`src/rtl/lltv_pkg.sv`:
```
// Shared types and codes for the LLDPDU TLV frame validator.
`default_nettype none

package lltv_pkg;

  localparam int DEF_MAX_FRAME_BYTES = 1024;

  // Result queue depth; input is taken while at least two slots are free.
  localparam int QUEUE_DEPTH = 4;
  localparam int QPTR_W      = $clog2(QUEUE_DEPTH);
  localparam int QCNT_W      = $clog2(QUEUE_DEPTH + 1);

  localparam int OUT_DATA_W  = 56;

  // Parse position inside the frame.
  typedef enum logic [1:0] {
    POS_HDR0  = 2'd0,
    POS_HDR1  = 2'd1,
    POS_VALUE = 2'd2,
    POS_IDLE  = 2'd3
  } pos_t;

  // Mandatory TLV sequence progress.
  typedef enum logic [1:0] {
    PH_CHASSIS = 2'd0,
    PH_PORT    = 2'd1,
    PH_TTL     = 2'd2,
    PH_DONE    = 2'd3
  } phase_t;

  // First-error codes of the frame verdict.
  typedef enum logic [2:0] {
    ERR_OK       = 3'd0,
    ERR_CUT_HDR  = 3'd1,
    ERR_CUT_VAL  = 3'd2,
    ERR_ORDER    = 3'd3,
    ERR_LENGTH   = 3'd4,
    ERR_NO_END   = 3'd5,
    ERR_TRAILING = 3'd6,
    ERR_TOO_LONG = 3'd7
  } err_t;

  localparam logic [6:0] TLV_END     = 7'd0;
  localparam logic [6:0] TLV_CHASSIS = 7'd1;
  localparam logic [6:0] TLV_PORT    = 7'd2;
  localparam logic [6:0] TLV_TTL     = 7'd3;
  localparam logic [6:0] TLV_CAPS    = 7'd7;
  localparam logic [6:0] TLV_MGMT    = 7'd8;

  localparam logic [1:0] FMT_HEX  = 2'd0;
  localparam logic [1:0] FMT_TEXT = 2'd1;
  localparam logic [1:0] FMT_MAC  = 2'd2;

  localparam logic [1:0] ADDR_NONE = 2'd0;
  localparam logic [1:0] ADDR_IPV4 = 2'd1;
  localparam logic [1:0] ADDR_IPV6 = 2'd2;
  localparam logic [1:0] ADDR_MAC  = 2'd3;

  localparam logic KIND_RECORD  = 1'b0;
  localparam logic KIND_VERDICT = 1'b1;

  // One result word.
  typedef struct packed {
    logic       kind;
    logic [6:0] tlv_type;
    logic [8:0] tlv_length;
    logic [9:0] value_offset;
    logic [7:0] id_subtype;
    logic [1:0] id_format;
    logic [7:0] capability_mask;
    logic [1:0] mgmt_addr_kind;
    logic       frame_ok;
    err_t       error_code;
    logic       last;
  } res_t;

  // Results produced by one accepted byte: optional record, optional verdict.
  typedef struct packed {
    logic rec_valid;
    res_t rec;
    logic vrd_valid;
    res_t vrd;
  } push_t;

endpackage

`default_nettype wire

```
`src/rtl/lltv_core.sv`:
```
// Per-byte TLV parse state and checks; emits record and verdict words.
`default_nettype none

module lltv_core #(
  parameter int MAX_FRAME_BYTES = lltv_pkg::DEF_MAX_FRAME_BYTES
) (
  input  wire logic          clk,
  input  wire logic          rst_n,
  input  wire logic          byte_fire,
  input  wire logic [7:0]    data_byte,
  input  wire logic          frame_last,
  output lltv_pkg::push_t    push
);
  import lltv_pkg::*;

  localparam int OFS_W = $clog2(MAX_FRAME_BYTES + 1);
  localparam int CW    = (OFS_W > 10) ? OFS_W : 10;
  localparam logic [OFS_W-1:0] OFS_MAX = OFS_W'(MAX_FRAME_BYTES);

  logic [OFS_W-1:0] off_r, off_nxt;
  phase_t           phase_r, phase_nxt;
  pos_t             pos_r, pos_nxt;
  logic [7:0]       hdr0_r, hdr0_nxt;
  logic [6:0]       type_r, type_nxt;
  logic [8:0]       len_r, len_nxt;
  logic [8:0]       vidx_r, vidx_nxt;
  logic [9:0]       vst_r, vst_nxt;
  logic [7:0]       fvb_r, fvb_nxt;
  logic [7:0]       capl_r, capl_nxt;
  logic [7:0]       alen_r, alen_nxt;
  logic [7:0]       asub_r, asub_nxt;
  logic             end_r, end_nxt;
  err_t             err_r, err_nxt;

  function automatic logic [1:0] id_fmt(input logic [6:0] t, input logic [7:0] s,
                                        input logic [8:0] l);
    logic [1:0] f;
    f = FMT_HEX;
    if (t == TLV_CHASSIS) begin
      if (s == 8'd4 && l == 9'd7) f = FMT_MAC;
      else if (s == 8'd1 || s == 8'd2 || s == 8'd3 || s == 8'd6 || s == 8'd7) f = FMT_TEXT;
    end else begin
      if (s == 8'd3 && l == 9'd7) f = FMT_MAC;
      else if (s == 8'd1 || s == 8'd2 || s == 8'd5 || s == 8'd6 || s == 8'd7) f = FMT_TEXT;
    end
    return f;
  endfunction

  function automatic logic [1:0] addr_kind(input logic [7:0] alen, input logic [7:0] asub);
    logic [7:0] a;
    logic [1:0] k;
    a = alen - 8'd1;
    k = ADDR_NONE;
    if (asub == 8'd1 && a == 8'd4) k = ADDR_IPV4;
    else if (asub == 8'd2 && a == 8'd16) k = ADDR_IPV6;
    else if (asub == 8'd6 && a == 8'd6) k = ADDR_MAC;
    return k;
  endfunction

  logic        fail;
  err_t        fail_code;
  logic        done;
  logic [6:0]  h_type;
  logic [8:0]  h_len;
  logic [9:0]  h_vst;
  logic [CW:0] off_p1;
  phase_t      want;
  logic [8:0]  vidx_p1;
  logic [9:0]  oid_pos;
  logic [9:0]  mgmt_total;
  logic [9:0]  min_mgmt;
  logic [7:0]  fvb_eff;
  err_t        vcode;
  res_t        rec;
  res_t        vrd;

  always_comb begin
    off_nxt   = off_r;
    phase_nxt = phase_r;
    pos_nxt   = pos_r;
    hdr0_nxt  = hdr0_r;
    type_nxt  = type_r;
    len_nxt   = len_r;
    vidx_nxt  = vidx_r;
    vst_nxt   = vst_r;
    fvb_nxt   = fvb_r;
    capl_nxt  = capl_r;
    alen_nxt  = alen_r;
    asub_nxt  = asub_r;
    end_nxt   = end_r;
    err_nxt   = err_r;
    fail      = 1'b0;
    fail_code = ERR_OK;
    done      = 1'b0;
    h_type    = hdr0_r[7:1];
    h_len     = {hdr0_r[0], data_byte};
    off_p1    = (CW+1)'(off_r) + (CW+1)'(1);
    h_vst     = off_p1[9:0];
    want      = (h_type == TLV_CHASSIS) ? PH_CHASSIS :
                (h_type == TLV_PORT)    ? PH_PORT    :
                (h_type == TLV_TTL)     ? PH_TTL     : PH_DONE;
    vidx_p1   = vidx_r + 9'd1;
    oid_pos   = {2'b00, alen_r} + 10'd6;
    mgmt_total = {2'b00, alen_r} + 10'd7 + {2'b00, data_byte};
    min_mgmt  = {2'b00, data_byte} + 10'd7;
    fvb_eff   = (vidx_r == 9'd0) ? data_byte : fvb_r;

    if (off_r >= OFS_MAX) begin
      fail      = 1'b1;
      fail_code = ERR_TOO_LONG;
    end else begin
      unique case (pos_r)
        POS_HDR0: begin
          hdr0_nxt = data_byte;
          pos_nxt  = POS_HDR1;
        end
        POS_HDR1: begin
          type_nxt = h_type;
          len_nxt  = h_len;
          vst_nxt  = h_vst;
          vidx_nxt = 9'd0;
          if (phase_r != want) begin
            fail      = 1'b1;
            fail_code = ERR_ORDER;
          end else if ((h_type == TLV_END && h_len != 9'd0) ||
                       ((h_type == TLV_CHASSIS || h_type == TLV_PORT) && h_len < 9'd2) ||
                       (h_type == TLV_TTL && h_len != 9'd2) ||
                       (h_type == TLV_CAPS && h_len != 9'd4) ||
                       (h_type == TLV_MGMT && h_len == 9'd0)) begin
            fail      = 1'b1;
            fail_code = ERR_LENGTH;
          end else if (h_len == 9'd0) begin
            done = 1'b1;
          end else begin
            pos_nxt = POS_VALUE;
          end
        end
        POS_VALUE: begin
          if (vidx_r == 9'd0) fvb_nxt = data_byte;
          if (type_r == TLV_CAPS) begin
            if (vidx_r == 9'd1) capl_nxt = data_byte;
          end else if (type_r == TLV_MGMT) begin
            if (vidx_r == 9'd0) begin
              alen_nxt = data_byte;
              if (data_byte == 8'd0 || {1'b0, len_r} < min_mgmt) begin
                fail      = 1'b1;
                fail_code = ERR_LENGTH;
              end
            end else begin
              if (vidx_r == 9'd1) asub_nxt = data_byte;
              if ({1'b0, vidx_r} == oid_pos && {1'b0, len_r} != mgmt_total) begin
                fail      = 1'b1;
                fail_code = ERR_LENGTH;
              end
            end
          end
          if (!fail) begin
            vidx_nxt = vidx_p1;
            if (vidx_p1 == len_r) done = 1'b1;
          end
        end
        POS_IDLE: begin
          fail      = 1'b1;
          fail_code = ERR_TRAILING;
        end
        default: ;
      endcase
    end

    // Record of a finished TLV; type/len/offset are the header's on a zero-length TLV.
    rec                 = '0;
    rec.kind            = KIND_RECORD;
    rec.tlv_type        = type_nxt;
    rec.tlv_length      = len_nxt;
    rec.value_offset    = vst_nxt;
    if (type_nxt == TLV_CHASSIS || type_nxt == TLV_PORT) begin
      rec.id_subtype = fvb_eff;
      rec.id_format  = id_fmt(type_nxt, fvb_eff, len_nxt);
    end
    if (type_nxt == TLV_CAPS) rec.capability_mask = capl_nxt;
    if (type_nxt == TLV_MGMT) rec.mgmt_addr_kind = addr_kind(alen_nxt, asub_nxt);
    rec.error_code      = ERR_OK;
    rec.last            = !frame_last;

    if (done) begin
      if (type_nxt == TLV_CHASSIS)   phase_nxt = PH_PORT;
      else if (type_nxt == TLV_PORT) phase_nxt = PH_TTL;
      else if (type_nxt == TLV_TTL)  phase_nxt = PH_DONE;
      if (type_nxt == TLV_END) begin
        end_nxt = 1'b1;
        pos_nxt = POS_IDLE;
      end else begin
        pos_nxt = POS_HDR0;
      end
    end
    if (fail) begin
      if (err_r == ERR_OK) err_nxt = fail_code;
      pos_nxt = POS_IDLE;
    end

    if (off_r < OFS_MAX) off_nxt = off_p1[OFS_W-1:0];

    vcode = err_nxt;
    if (vcode == ERR_OK) begin
      unique case (pos_nxt)
        POS_HDR0:  vcode = ERR_NO_END;
        POS_HDR1:  vcode = ERR_CUT_HDR;
        POS_VALUE: vcode = ERR_CUT_VAL;
        default:   vcode = end_nxt ? ERR_OK : ERR_NO_END;
      endcase
    end
    vrd            = '0;
    vrd.kind       = KIND_VERDICT;
    vrd.frame_ok   = (vcode == ERR_OK);
    vrd.error_code = vcode;
    vrd.last       = 1'b1;

    push.rec_valid = byte_fire && done;
    push.rec       = rec;
    push.vrd_valid = byte_fire && frame_last;
    push.vrd       = vrd;
  end

  always_ff @(posedge clk) begin
    if (!rst_n || (byte_fire && frame_last)) begin
      off_r   <= '0;
      phase_r <= PH_CHASSIS;
      pos_r   <= POS_HDR0;
      hdr0_r  <= '0;
      type_r  <= '0;
      len_r   <= '0;
      vidx_r  <= '0;
      vst_r   <= '0;
      fvb_r   <= '0;
      capl_r  <= '0;
      alen_r  <= '0;
      asub_r  <= '0;
      end_r   <= 1'b0;
      err_r   <= ERR_OK;
    end else if (byte_fire) begin
      off_r   <= off_nxt;
      phase_r <= phase_nxt;
      pos_r   <= pos_nxt;
      hdr0_r  <= hdr0_nxt;
      type_r  <= type_nxt;
      len_r   <= len_nxt;
      vidx_r  <= vidx_nxt;
      vst_r   <= vst_nxt;
      fvb_r   <= fvb_nxt;
      capl_r  <= capl_nxt;
      alen_r  <= alen_nxt;
      asub_r  <= asub_nxt;
      end_r   <= end_nxt;
      err_r   <= err_nxt;
    end
  end

endmodule

`default_nettype wire

```
`src/rtl/lltv_outq.sv`:
```
// Small result queue: takes up to two words per cycle, hands out one.
`default_nettype none

module lltv_outq (
  input  wire logic            clk,
  input  wire logic            rst_n,
  input  wire lltv_pkg::push_t push,
  output lltv_pkg::res_t       head,
  output logic                 head_valid,
  input  wire logic            head_ready,
  output logic                 room2
);
  import lltv_pkg::*;

  res_t              q_r [QUEUE_DEPTH];
  logic [QPTR_W-1:0] wr_r, wr_nxt;
  logic [QPTR_W-1:0] rd_r, rd_nxt;
  logic [QCNT_W-1:0] cnt_r, cnt_nxt;
  logic              pop;
  logic [1:0]        n_push;
  logic [QPTR_W-1:0] wr_p1;

  assign head_valid = (cnt_r != '0);
  assign head       = q_r[rd_r];
  assign room2      = (cnt_r <= QCNT_W'(QUEUE_DEPTH - 2));
  assign pop        = head_valid && head_ready;
  assign n_push     = {1'b0, push.rec_valid} + {1'b0, push.vrd_valid};
  assign wr_p1      = wr_r + QPTR_W'(1);

  always_comb begin
    wr_nxt  = wr_r + QPTR_W'(n_push);
    rd_nxt  = pop ? rd_r + QPTR_W'(1) : rd_r;
    cnt_nxt = cnt_r + QCNT_W'(n_push) - QCNT_W'(pop);
  end

  always_ff @(posedge clk) begin
    if (!rst_n) begin
      wr_r  <= '0;
      rd_r  <= '0;
      cnt_r <= '0;
    end else begin
      wr_r  <= wr_nxt;
      rd_r  <= rd_nxt;
      cnt_r <= cnt_nxt;
    end
  end

  always_ff @(posedge clk) begin
    if (push.rec_valid) begin
      q_r[wr_r] <= push.rec;
      if (push.vrd_valid) q_r[wr_p1] <= push.vrd;
    end else if (push.vrd_valid) begin
      q_r[wr_r] <= push.vrd;
    end
  end

endmodule

`default_nettype wire

```
`src/rtl/lldp_tlv_frame_validator_unit.sv`:
```
// Top level of the LLDPDU TLV frame validator.
`default_nettype none

// Usage:
//  - in_*: one LLDPDU byte per word (in_tdata), in_tlast on the frame's final
//    byte. A frame's bytes are streamed back to back; the next frame starts
//    with the word after in_tlast.
//  - out_*: result words. out_tuser = 0 is a TLV record (type, length, value
//    offset, ID subtype/format, capability byte, management address kind),
//    out_tuser = 1 is the frame verdict (pass flag and first-error code).
//    out_tlast marks the last result word caused by one input byte.
//  - Each finished TLV gives a record; the final byte gives a verdict after
//    any record of that same byte, so one byte gives zero, one or two words.
//  - Path: byte parse logic -> 4-entry result queue; results of an accepted byte
//    are written into the queue and show on out_* once older words have left.
//  - Throughput: one byte per cycle. in_tready drops only when fewer than two
//    queue slots are free, i.e. when the receiver stalls on out_tready.
//  - Reset (rst_n low, synchronous) clears parse state and empties the queue;
//    the block is ready for a new frame in the first cycle after reset.
//  - Parse state also returns to its reset value after every frame's last byte.
module lldp_tlv_frame_validator_unit #(
  parameter int MAX_FRAME_BYTES = lltv_pkg::DEF_MAX_FRAME_BYTES
) (
  input  wire logic        clk,
  input  wire logic        rst_n,
  input  wire logic        in_tvalid,
  output logic             in_tready,
  input  wire logic [7:0]  in_tdata,   // [7:0] data_byte
  input  wire logic        in_tlast,   // frame_last
  output logic             out_tvalid,
  input  wire logic        out_tready,
  // [6:0] tlv_type, [15:7] tlv_length, [25:16] value_offset, [33:26] id_subtype,
  // [35:34] id_format, [43:36] capability_mask, [45:44] mgmt_addr_kind,
  // [46] frame_ok, [49:47] error_code, [55:50] zero
  output logic [lltv_pkg::OUT_DATA_W-1:0] out_tdata,
  output logic             out_tuser,  // [0] result_kind
  output logic             out_tlast   // last
);
  import lltv_pkg::*;

  logic  byte_fire;
  logic  room2;
  push_t push;
  res_t  head;

  assign in_tready = room2;
  assign byte_fire = in_tvalid && in_tready;

  lltv_core #(
    .MAX_FRAME_BYTES (MAX_FRAME_BYTES)
  ) u_core (
    .clk        (clk),
    .rst_n      (rst_n),
    .byte_fire  (byte_fire),
    .data_byte  (in_tdata),
    .frame_last (in_tlast),
    .push       (push)
  );

  lltv_outq u_outq (
    .clk        (clk),
    .rst_n      (rst_n),
    .push       (push),
    .head       (head),
    .head_valid (out_tvalid),
    .head_ready (out_tready),
    .room2      (room2)
  );

  assign out_tdata = {6'b0, head.error_code, head.frame_ok, head.mgmt_addr_kind,
                      head.capability_mask, head.id_format, head.id_subtype,
                      head.value_offset, head.tlv_length, head.tlv_type};
  assign out_tuser = head.kind;
  assign out_tlast = head.last;

endmodule

`default_nettype wire
```
`config.mk`:
```
export PLATFORM = sky130hd
export DESIGN_NAME = lldp_tlv_frame_validator_unit
export DESIGN_NICKNAME = d
export VERILOG_FILES = /design/src/rtl/lltv_pkg.sv /design/src/rtl/lltv_core.sv /design/src/rtl/lltv_outq.sv /design/src/rtl/lldp_tlv_frame_validator_unit.sv
export SDC_FILE = /design/constraint.sdc
export NUM_CORES = 1
export LEC_CHECK = 0
export ABC_AREA = 1
export BUFFER_PORTS_ARGS = -buffer_cell sky130_fd_sc_hd__buf_4
export CORE_UTILIZATION = 60
export CTS_BUF_LIST = sky130_fd_sc_hd__clkbuf_2 sky130_fd_sc_hd__clkbuf_4 sky130_fd_sc_hd__clkbuf_8
export DETAILED_ROUTE_END_ITERATION = 8
export PLACE_DENSITY = 0.78
export SLEW_MARGIN = 20
export SYNTH_ARGS = -nofsm -noshare
export SYNTH_HDL_FRONTEND = slang
export SYNTH_SLANG_ARGS = --single-unit
```
`constraint.sdc`:
```
create_clock -name clk -period 5.1 [get_ports clk]
set_input_delay 0.255 -clock clk [delete_from_list [all_inputs] [get_ports clk]]
set_output_delay 0.255 -clock clk [all_outputs]
set_load 0.01 [all_outputs]
```
### Word-level counts from Yosys, hierarchy flattened

Memories as Yosys holds them, arrays and structs flattened. A register that Yosys moved wholly into a read port is not among the register bits.
Index checks and enable logic that the tools add are counted.

| storage, ports and cells | value |
|---|---|
| flip-flop bits (word level) | 101 |
| bits in writable memories | 208 |
| bits of input ports | 13 |
| output and inout port bits | 60 |
| logic and storage cells | 221 |
| memories | 1 |

| operators by class | value |
|---|---|
| $add $sub $neg | 13 |
| magnitude comparators | 5 |
| equal/unequal tests | 39 |
| muxes and demuxes | 93 |
| bitwise operators | 2 |
| reductions and logical operators | 51 |

Memory list:

| name | words | width | rd ports | clocked after memory_dff | write ports | line | source |
|---|---|---|---|---|---|---|---|
| u_outq.q_r | 4 | 52 | 1 | 1 | 2 | lltv_outq.sv:15 | `res_t q_r [QUEUE_DEPTH];` |

Operators by type and width:

| kind | count |
|---|---|
| $mux W8 | 17 |
| $eq A8 B3 Y1 const B | 7 |
| $mux W52 | 1 |
| $mux W2 | 21 |
| $mux W3 | 12 |
| $mux W10 | 3 |
| $eq A7 B2 Y1 const B | 4 |
| $mux W1 | 28 |
| $add A8 B3 Y9 const B | 3 |
| $mux W9 | 3 |
| $eq A8 B2 Y1 const B | 3 |
| $eq A7 B3 Y1 const B | 3 |
| $eq A7 B4 Y1 const B | 3 |
| $logic_not A9 Y1 | 2 |
| $pmux W3 S3 | 2 |
| $pmux W9 S2 | 1 |
| $eq A8 B1 Y1 const B | 2 |
| $logic_and A1 B1 Y1 | 15 |
| $logic_or A1 B1 Y1 | 15 |
| $eq A7 B1 Y1 const B | 2 |
| $logic_not A7 Y1 | 2 |
| $mux W7 | 2 |
| $add A11 B1 Y11 const B | 1 |
| $ge A11 B11 Y1 const B | 1 |
| other kinds (39) | 50 |

### Depth between registers and ports, before layout

Gate-level depths: netlist (run 1).

| depth | value |
|---|---|
| depth after elaboration | 20 |
| depth in mapped cells | 33 |
| gate-level depth less buffers | 32 |

### Modules after synthesis

Synthesis (run 1) repeated with hierarchy kept, for this count alone.

| unflattened totals | value |
|---|---|
| cell total of the unflattened synthesis | 2,359 |
| area total of the unflattened synthesis | 18,400.1 um^2 |

By module, submodules not included:

| module | times used | cells an instance | area each (um^2) | sequential area each (um^2) |
|---|---|---|---|---|
| lltv_outq | 1 | 1,200 | 10,894.2 | 6,426.2 |
| lltv_core | 1 | 1,150 | 7,449.6 | 1,881.8 |
| lldp_tlv_frame_validator_unit | 1 | 9 | 56.3 | 0.0 |

### Worst setup path after synthesis (run 1)

Ideal clock, no wire load.

| path | value |
|---|---|
| kind | register to register |
| from | register u_core.alen_r[1] |
| to | memory u_outq.q_r[3][12] in the netlist's numbering |
| setup time | 0.129 ns |
| data arrival time | 3.935 ns |
| required time | 4.971 ns |
| slack | 1.037 ns |
| cell stages (with the launch flop) | 30 |
| path buffers | 2 |
| period minus slack after synthesis | 4.063 ns |
| cells stage by stage | dfxtp_1 inv_1 ha_1 a21oi_1 nand3_1 xor2_1 ha_1 nand2_1 inv_1 a21oi_1 nand2_1 a21oi_1 nand2_1 nand2_1 nand3_1 nand2_1 nand2_1 nand2_1 nand2_1 nand2_1 nand2_1 ha_1 nor3_1 inv_1 clkbuf_1 nand2_1 inv_2 clkbuf_1 nand2_1 o21ai_0 |

RTL lines:

| what | line | source |
|---|---|---|
| from (decl) | lltv_core.sv:30 | `logic [7:0] alen_r, alen_nxt;` |
| from (signal assigned) | lltv_core.sv:251 | `alen_r <= alen_nxt;` |
| to (decl) | lltv_outq.sv:15 |  |

==> parameters.txt, run 1 <==
Parameter                              Value

Logic synthesis
  Fraction of registers with async set/reset    0%
  Number of instances in the synthesized netlist    2178
  Area share of the largest cell type after synthesis    38.8%
  Count of cell types in the netlist    48
  Most used flip-flop cell after synthesis    dfxtp_1
  Post-synthesis sequential area ratio    42.0%
  Leading cell type by number of instances after synthesis    nand2_1
  Cell area after synthesis    15200 um2
  Cell taking the most area after synthesis    dfxtp_1
  Count of yosys warnings during synthesis    0
  Synth Register Bits    311
  Syn_area_per_cell    approximately 7.0 um2
  Synth top cells by count    nand2_1 (507), o21ai_0 (394), dfxtp_1 (295), nor2_1 (240), inv_1 (199)
  Most area-consuming cells after synthesis    dfxtp_1 (39%), o21ai_0 (13%), nand2_1 (13%)
  Post-synth EDFFs    16

Timing
  Transition time at the pin with the least slew margin    1.11 ns
  Min setup slack post-route    0.524 ns
  Period minus WS final    about 4.6 ns
  Final period util    89.7%
  Number of pins with negative max-slew slack in the final report    0
  Setup clock skew after layout    between 0.02 and 0.03 ns
  Summed negative setup slack over all endpoints    0 ns
  Final hold violations    0
  Unrepaired setup endpoints after global routing    false
  Worst-case headroom to the max-slew limit    26.2%
  Max Clk Rate    0.219 GHz
  Final setup vio count    0

CTS
  Depth of the CTS H-tree    2
  CTS tree    built
  Setup Buffers After CTS    0
  Clock insertion delay at the later pin of the skew report    0.60 ns
  Maximum buffer depth of the clock tree    3
  Root cell of the clock tree    clkbuf_8
  Clk sink count    311
  Number of clock buffers inserted by TritonCTS    a little over 50
  Clock-pin slew on the worst setup and hold paths    0.06 ns

Global route
  Overflow left after global routing    0
  Number of antenna violations at the first check in global routing    0
  GRT Resource Usage Total    33.4%
  Maximum number of pins on one net before global-route repair    105
  Vias in the first global route    13600
  First-pass GRT wire length    approximately 70000 um

Detailed routing
  Number of search-and-repair iterations in the first detailed-routing pass    6
  Routed vias/inst    approximately 5.8
  DR WL/cell    17.0 um
  DRC marker count from the first detailed-route iteration    1626
  Wire length after detailed routing    43700 um
  Number of DRC violations after detailed routing    0
  Total via count after detailed routing    roughly 15000
  Residual antenna-violating net count after detailed routing    0

Power
  Seq pwr share    36.7%
  Switching power share of the total    37.7%
  Net switching component of the power    approximately 3.1 mW
  Part of the total power dissipated in combinational logic    35.1%
  Portion of total power attributed to the clock network    28.1%
  Power Dens Cells    around 490 nW/um2
  Leak Pwr    roughly 7.3 nW
  Internal power    5.17 mW
  IR drop worst, VDD    0.000262 V

Run
  Max_cap viols    0

Critical path
  Arrival time at the worst endpoint    around 5.0 ns
  WS Path Type    register to register
  Worst Path Required    5.55 ns
  Startpoint type of the worst setup path    register
  Top fanout value on the critical path    between 40 and 50
  Crit. End Element    register
  Total buffers and inverters traversed by the critical path    4
  Delay of the slowest critical-path stage    0.45 ns
  Kind of cell adding the most delay to the critical path    simple AND/OR/NAND/NOR gates
  Highest-delay cell along the critical path    dfxtp_1
  Critical Path Most Common Cell    nand2_1

Worst hold path
  Path category of the worst min-delay check    input pin to register

Cells and area
  Fraction of final layout cells sized beyond drive strength 1    9.61%
  Number of cells in the finished layout apart from fillers    2572
  Number of inserted diodes    0
  Post-layout util    69.0%
  Post-layout net count    2265
  Area growth from synthesis to final layout    11.6%
  FILL cells    around 2200

Placement
  Final Wtd Congestion    ~0.96
  Port-buffer cells    between 60 and 70
  DP Worst Slack    0.371 ns
  Number of cells in the design after placement    between 2000 and 2500
  Post-DP HPWL    28200 um

Die
  Count of standard-cell rows    57
  Die Outline Area    26000 um2
  Starting density of the core    61.8%
  Floorplan core area    24600 um2
  Die extent in y    approximately 160 um
  I/O pins    73
  Horizontal die dimension    161 um

Status
  Outcome    finished, final reports clean
## area by class of cell
type                    instances  area [um2]  area share (%)
clock buffers                  86        1040            6.12
clock inverters                 6        72.6           0.427
inverters                     207         790            4.65
multi-input cells            1548        7600            44.8
flip-flops and latches        311        6390            37.6
well taps                     324         405            2.39
repair buffers                 90         678            3.99
## placed cells by master, fill, tap and decap left out, types with 4 or more instances in the layout
master    instances
conb_1            6
dfxtp_1         294
a31oi_1           7
o21ai_0         394
xor2_1           34
nand2_1         505
or2_2             4
o21ai_2           7
o22ai_1          52
o211ai_1          7
buf_4            89
edfxtp_1         16
o21ai_1           7
inv_1           197
nor3_1           27
clkbuf_4         23
a21oi_1          99
nor2_1          239
xnor2_1           9
nand3b_1          5
nand4_1          15
nand2_2           6
a211oi_1         10
clkbuf_8         63
ha_1             41
nor3_2            4
nand3_1          50
## kinds of logic after synthesis
kind of cell,Yosys count,share of synthesized area [%]
AND/OR/NAND/NOR,866,23.1
other,1,0.0246
adder cells (fa/ha/maj),43,3.63
flip-flops,311,42.0
AO/OA/AOI/OAI,588,20.4
buffers and inverters,324,8.23
XOR/XNOR,44,2.62
multiplexers,1,0.0658
## flip-flops by register name (all words and copies together), names as in the netlist, 3 cells and up, named ones only
register	count
u_core.type_r	7
u_core.off_r	11
u_core.asub_r	8
u_core.alen_r	8
u_core.hdr0_r	8
u_core.capl_r	8
u_core.vst_r	10
u_core.len_r	9
u_outq.q_r	208
u_core.err_r	3
u_core.vidx_r	9
u_outq.cnt_r	3
u_core.fvb_r	8
## per-stage QoR
stage	hold WS [ns]	power [mW]	area, um2
2_1_floorplan	0.348	4.97	15200
4_1_cts	0.0183	8.26	17000
3_5_place_dp	0.435	5.94	15800
5_1_grt	0.0361	8.79	17000
3_3_place_gp	0.433	5.86	15800
6_report	0.0368	8.29	17000
## power groups by stage
| stage | registers, mW | logic [mW] | clock network, mW |
|---|---|---|---|
| global placement | 3.07 | 2.79 | 0 |
| global route | 3.08 | 3.23 | 2.48 |
| detailed placement | 3.08 | 2.86 | 0 |
| CTS | 3.04 | 2.87 | 2.35 |
| finish | 3.05 | 2.91 | 2.33 |
| floorplan | 3.01 | 1.96 | 0 |
## final timing paths
| kind | startpoint | endpoint | depth (start not counted) | slack (ns) |
|---|---|---|---|---|
| hold / removal | in_tdata[0] | u_core.hdr0_r[0]$_SDFFE_PP0P_ | 3 | 0.04 |
| setup reg to reg | u_core.alen_r[2]$_SDFFE_PP0P_ | u_outq.q_r[1][13]$_SDFFE_PP0P_ | 26 | 0.52 |
| setup / recovery | u_core.alen_r[2]$_SDFFE_PP0P_ | u_outq.q_r[1][13]$_SDFFE_PP0P_ | 26 | 0.52 |
| hold reg to reg | u_outq.q_r[1][17]$_SDFFE_PP0P_ | u_outq.q_r[1][17]$_SDFFE_PP0P_ | 2 | 0.45 |
## routing by layer
metal  track usage, %  wire (um)  up-vias
met1             45.4      18800     6873
met4             11.6       1190        0
li1                 -          -     7181
met3             4.16       3790      104
met2             54.6      19900      662
met5                0          0        -
## worst min-delay path: cells and delay by family
family                 cells  cell delay (ns)
AOI/OAI and AO/OA          2             0.19
buffers and inverters      1             0.13
## repair_timing
action                                  CTS  global route
gates resized for setup                   0             9
endpoints found under the setup margin    0           181
hold endpoints to repair                  9             0
hold buffers                              1             0
Power figures use the tool's default switching activity.
==> run 2: changes to the inputs <==
--- a/config.mk
+++ b/config.mk
@@ -6,7 +6,7 @@
 export NUM_CORES = 1
 export LEC_CHECK = 0
 export ABC_AREA = 1
-export BUFFER_PORTS_ARGS = -buffer_cell sky130_fd_sc_hd__buf_4
+export BUFFER_PORTS_ARGS = -buffer_cell sky130_fd_sc_hd__buf_2
 export CORE_UTILIZATION = 60
 export CTS_BUF_LIST = sky130_fd_sc_hd__clkbuf_2 sky130_fd_sc_hd__clkbuf_4 sky130_fd_sc_hd__clkbuf_8
 export DETAILED_ROUTE_END_ITERATION = 8
==> parameters.txt, run 2 (synthesis gave the netlist of run 1 again) <==
Parameter                              Value

Global route
  GRT Resource Usage Total    33.2% (was 33.4%)
  Vias in the first global route    13700 (was 13600)
  Overflow left after global routing    0 (unchanged)
  First-pass GRT wire length    70100 um (about the same)
  Number of antenna violations at the first check in global routing    0 (unchanged)
  Maximum number of pins on one net before global-route repair    105 (unchanged)

Timing
  Transition time at the pin with the least slew margin    1.13 ns (was 1.11 ns)
  Final period util    89.1% (was 89.7%)
  Max Clk Rate    0.220 GHz (was 0.219 GHz)
  Unrepaired setup endpoints after global routing    false (unchanged)
  Min setup slack post-route    0.555 ns (was 0.524 ns)
  Summed negative setup slack over all endpoints    0 ns (unchanged)
  Final setup vio count    0 (unchanged)
  Period minus WS final    4.55 ns (was 4.58 ns)
  Setup clock skew after layout    0.0278 ns (was 0.0280 ns)
  Worst-case headroom to the max-slew limit    25.0% (was 26.2%)
  Final hold violations    0 (unchanged)
  Number of pins with negative max-slew slack in the final report    0 (unchanged)

CTS
  Clk sink count    311 (unchanged)
  Clock insertion delay at the later pin of the skew report    0.61 ns (was 0.60 ns)
  Number of clock buffers inserted by TritonCTS    51 (unchanged)
  Depth of the CTS H-tree    2 (unchanged)
  Root cell of the clock tree    clkbuf_8 (unchanged)
  CTS tree    built (unchanged)
  Maximum buffer depth of the clock tree    3 (unchanged)
  Clock-pin slew on the worst setup and hold paths    0.06 ns (about the same)
  Setup Buffers After CTS    0 (unchanged)

Critical path
  Crit. End Element    register (unchanged)
  WS Path Type    register to register (unchanged)
  Top fanout value on the critical path    46 (unchanged)
  Startpoint type of the worst setup path    register (unchanged)
  Arrival time at the worst endpoint    5.00 ns (was 5.02 ns)
  Delay of the slowest critical-path stage    0.45 ns (about the same)
  Worst Path Required    5.55 ns (about the same)
  Highest-delay cell along the critical path    dfxtp_1 (unchanged)
  Critical Path Most Common Cell    nand2_1 (unchanged)

Cells and area
  Leading registers by flop count    u_outq.q_r (208), u_core.off_r (11), u_core.vst_r (10) (unchanged)
  Cell area after layout    16800 um2 (was 17000 um2)
  Highest-count cells in the layout ignoring fill and taps    nand2_1 (505), o21ai_0 (394), dfxtp_1 (294) (unchanged)
  Area growth from synthesis to final layout    10.3% (was 11.6%)
  Number of cells in the finished layout apart from fillers    2569 (was 2572)
  Register containing the most flip-flops in the final layout    u_outq.q_r (unchanged)
  Post-layout net count    2266 (was 2265)
  Fraction of final layout cells sized beyond drive strength 1    9.58% (was 9.61%)
  Most common cell after layout, fill and taps aside    nand2_1 (unchanged)
  Number of flip-flops under the largest register name    208 (unchanged)
  Number of inserted diodes    0 (unchanged)

Power
  IR drop worst, VDD    0.000311 V (was 0.000262 V)
  Leak Pwr    7.29 nW (was 7.34 nW)
  Power Dens Cells    483 nW/um2 (was 489 nW/um2)

Worst hold path
  Path category of the worst min-delay check    input pin to register (unchanged)

Placement
  Number of cells in the design after placement    2480 (was 2479)
  DP Worst Slack    0.354 ns (was 0.371 ns)
  Post-DP HPWL    27700 um (was 28200 um)
  Port-buffer cells    66 (unchanged)
  Final Wtd Congestion    0.994 (was 0.955)
  Instance area at placement    15700 um2 (was 15800 um2)

Run
  Max_cap viols    0 (unchanged)

Detailed routing
  DR WL/cell    16.7 um (was 17.0 um)
  Amount of wire on met2 after detailed routing    19300 um (was 19900 um)
  Total via count after detailed routing    14800 (about the same)
  DRC marker count from the first detailed-route iteration    1834 (was 1626)
  Routed vias/inst    5.77 (was 5.76)
  Detail Route met3 WL    3990 um (was 3790 um)
  Top layer in use    met4 (unchanged)
  Wire length on met1    18400 um (was 18800 um)
  Number of DRC violations after detailed routing    0 (unchanged)
  Residual antenna-violating net count after detailed routing    0 (unchanged)
  Wire length after detailed routing    42900 um (was 43700 um)
  Number of search-and-repair iterations in the first detailed-routing pass    6 (unchanged)

Die
  Count of standard-cell rows    57 (unchanged)
  Horizontal die dimension    161 um (unchanged)
  Die extent in y    161 um (unchanged)
  I/O pins    73 (unchanged)
  Starting density of the core    61.8% (unchanged)
  Die Outline Area    26000 um2 (unchanged)
  Floorplan core area    24600 um2 (unchanged)

Status
  Outcome    finished, final reports clean (unchanged)
-- run 2: cell count changes in the layout (fill, tap and decap cells not counted) --
cell / delta
nor3_1: -1
a21oi_1: -1
nor3_2: +1
inv_6: -1
buf_4: -65
clkbuf_8: -3
buf_2: +66
inv_4: +1
clkinv_2: -1
a21oi_2: +1
-- run 2: area by class of cell --
class                      count  area, um2
clock inverter                 5       67.6
clock buffer                  83        998
tap                          324        405
fill                        2141       7830
multi-input combinational   1548       7610
timing repair buffer          91        520
inverter                     207        787
sequential                   311       6390
-- run 2: routing by layer --
metal,up-vias,GRT usage (%)
met1,6851,44.6
met4,0,12.3
met3,107,5.26
li1,7186,-
met2,674,53.9
met5,-,0
-- run 2: what timing repair did --
action	CTS	global route
hold buffers	1	0
endpoints found under the hold margin	8	0
setup endpoints to repair	0	184
gates resized for setup	0	10
-- run 2: power by group --
part,internal [mW],switching [mW]
clock network,1.28,0.997
registers,2.81,0.230
logic,0.917,1.86
total,5.01,3.09
-- run 2: metrics by stage --
stage,utilization [%],hold WS (ns),power (mW)
finish,68.2,0.0487,8.10
global route,68.2,0.0822,8.61
CTS,68.1,0.0186,8.08
detailed placement,63.7,0.434,5.82
global placement,63.7,0.433,5.75
floorplan,-,0.348,4.97
-- run 2: path summary, 6_finish.rpt --
check | from | to | slack [ns] | cells after the start
worst max-delay path | u_core.alen_r[2]$_SDFFE_PP0P_ | u_outq.q_r[3][14]$_SDFFE_PP0P_ | 0.55 | 29
worst min-delay path | out_tready | register | 0.05 | 4
worst max register to register | u_core.alen_r[2]$_SDFFE_PP0P_ | u_outq.q_r[3][14]$_SDFFE_PP0P_ | 0.55 | 29
worst min register to register | u_outq.q_r[1][6]$_SDFFE_PP0P_ | u_outq.q_r[1][6]$_SDFFE_PP0P_ | 0.45 | 2
-- run 2: critical path, delay by kind of cell, from the launching register on --
kind	cells	cell delay (ns)
xor gates and xnor gates	1	0.26
adders and majority gates	3	0.82
AOI/OAI and AO/OA	2	0.29
buffers and inverters	4	0.58
DFF	1	0.45
and+or+nand+nor	19	1.96
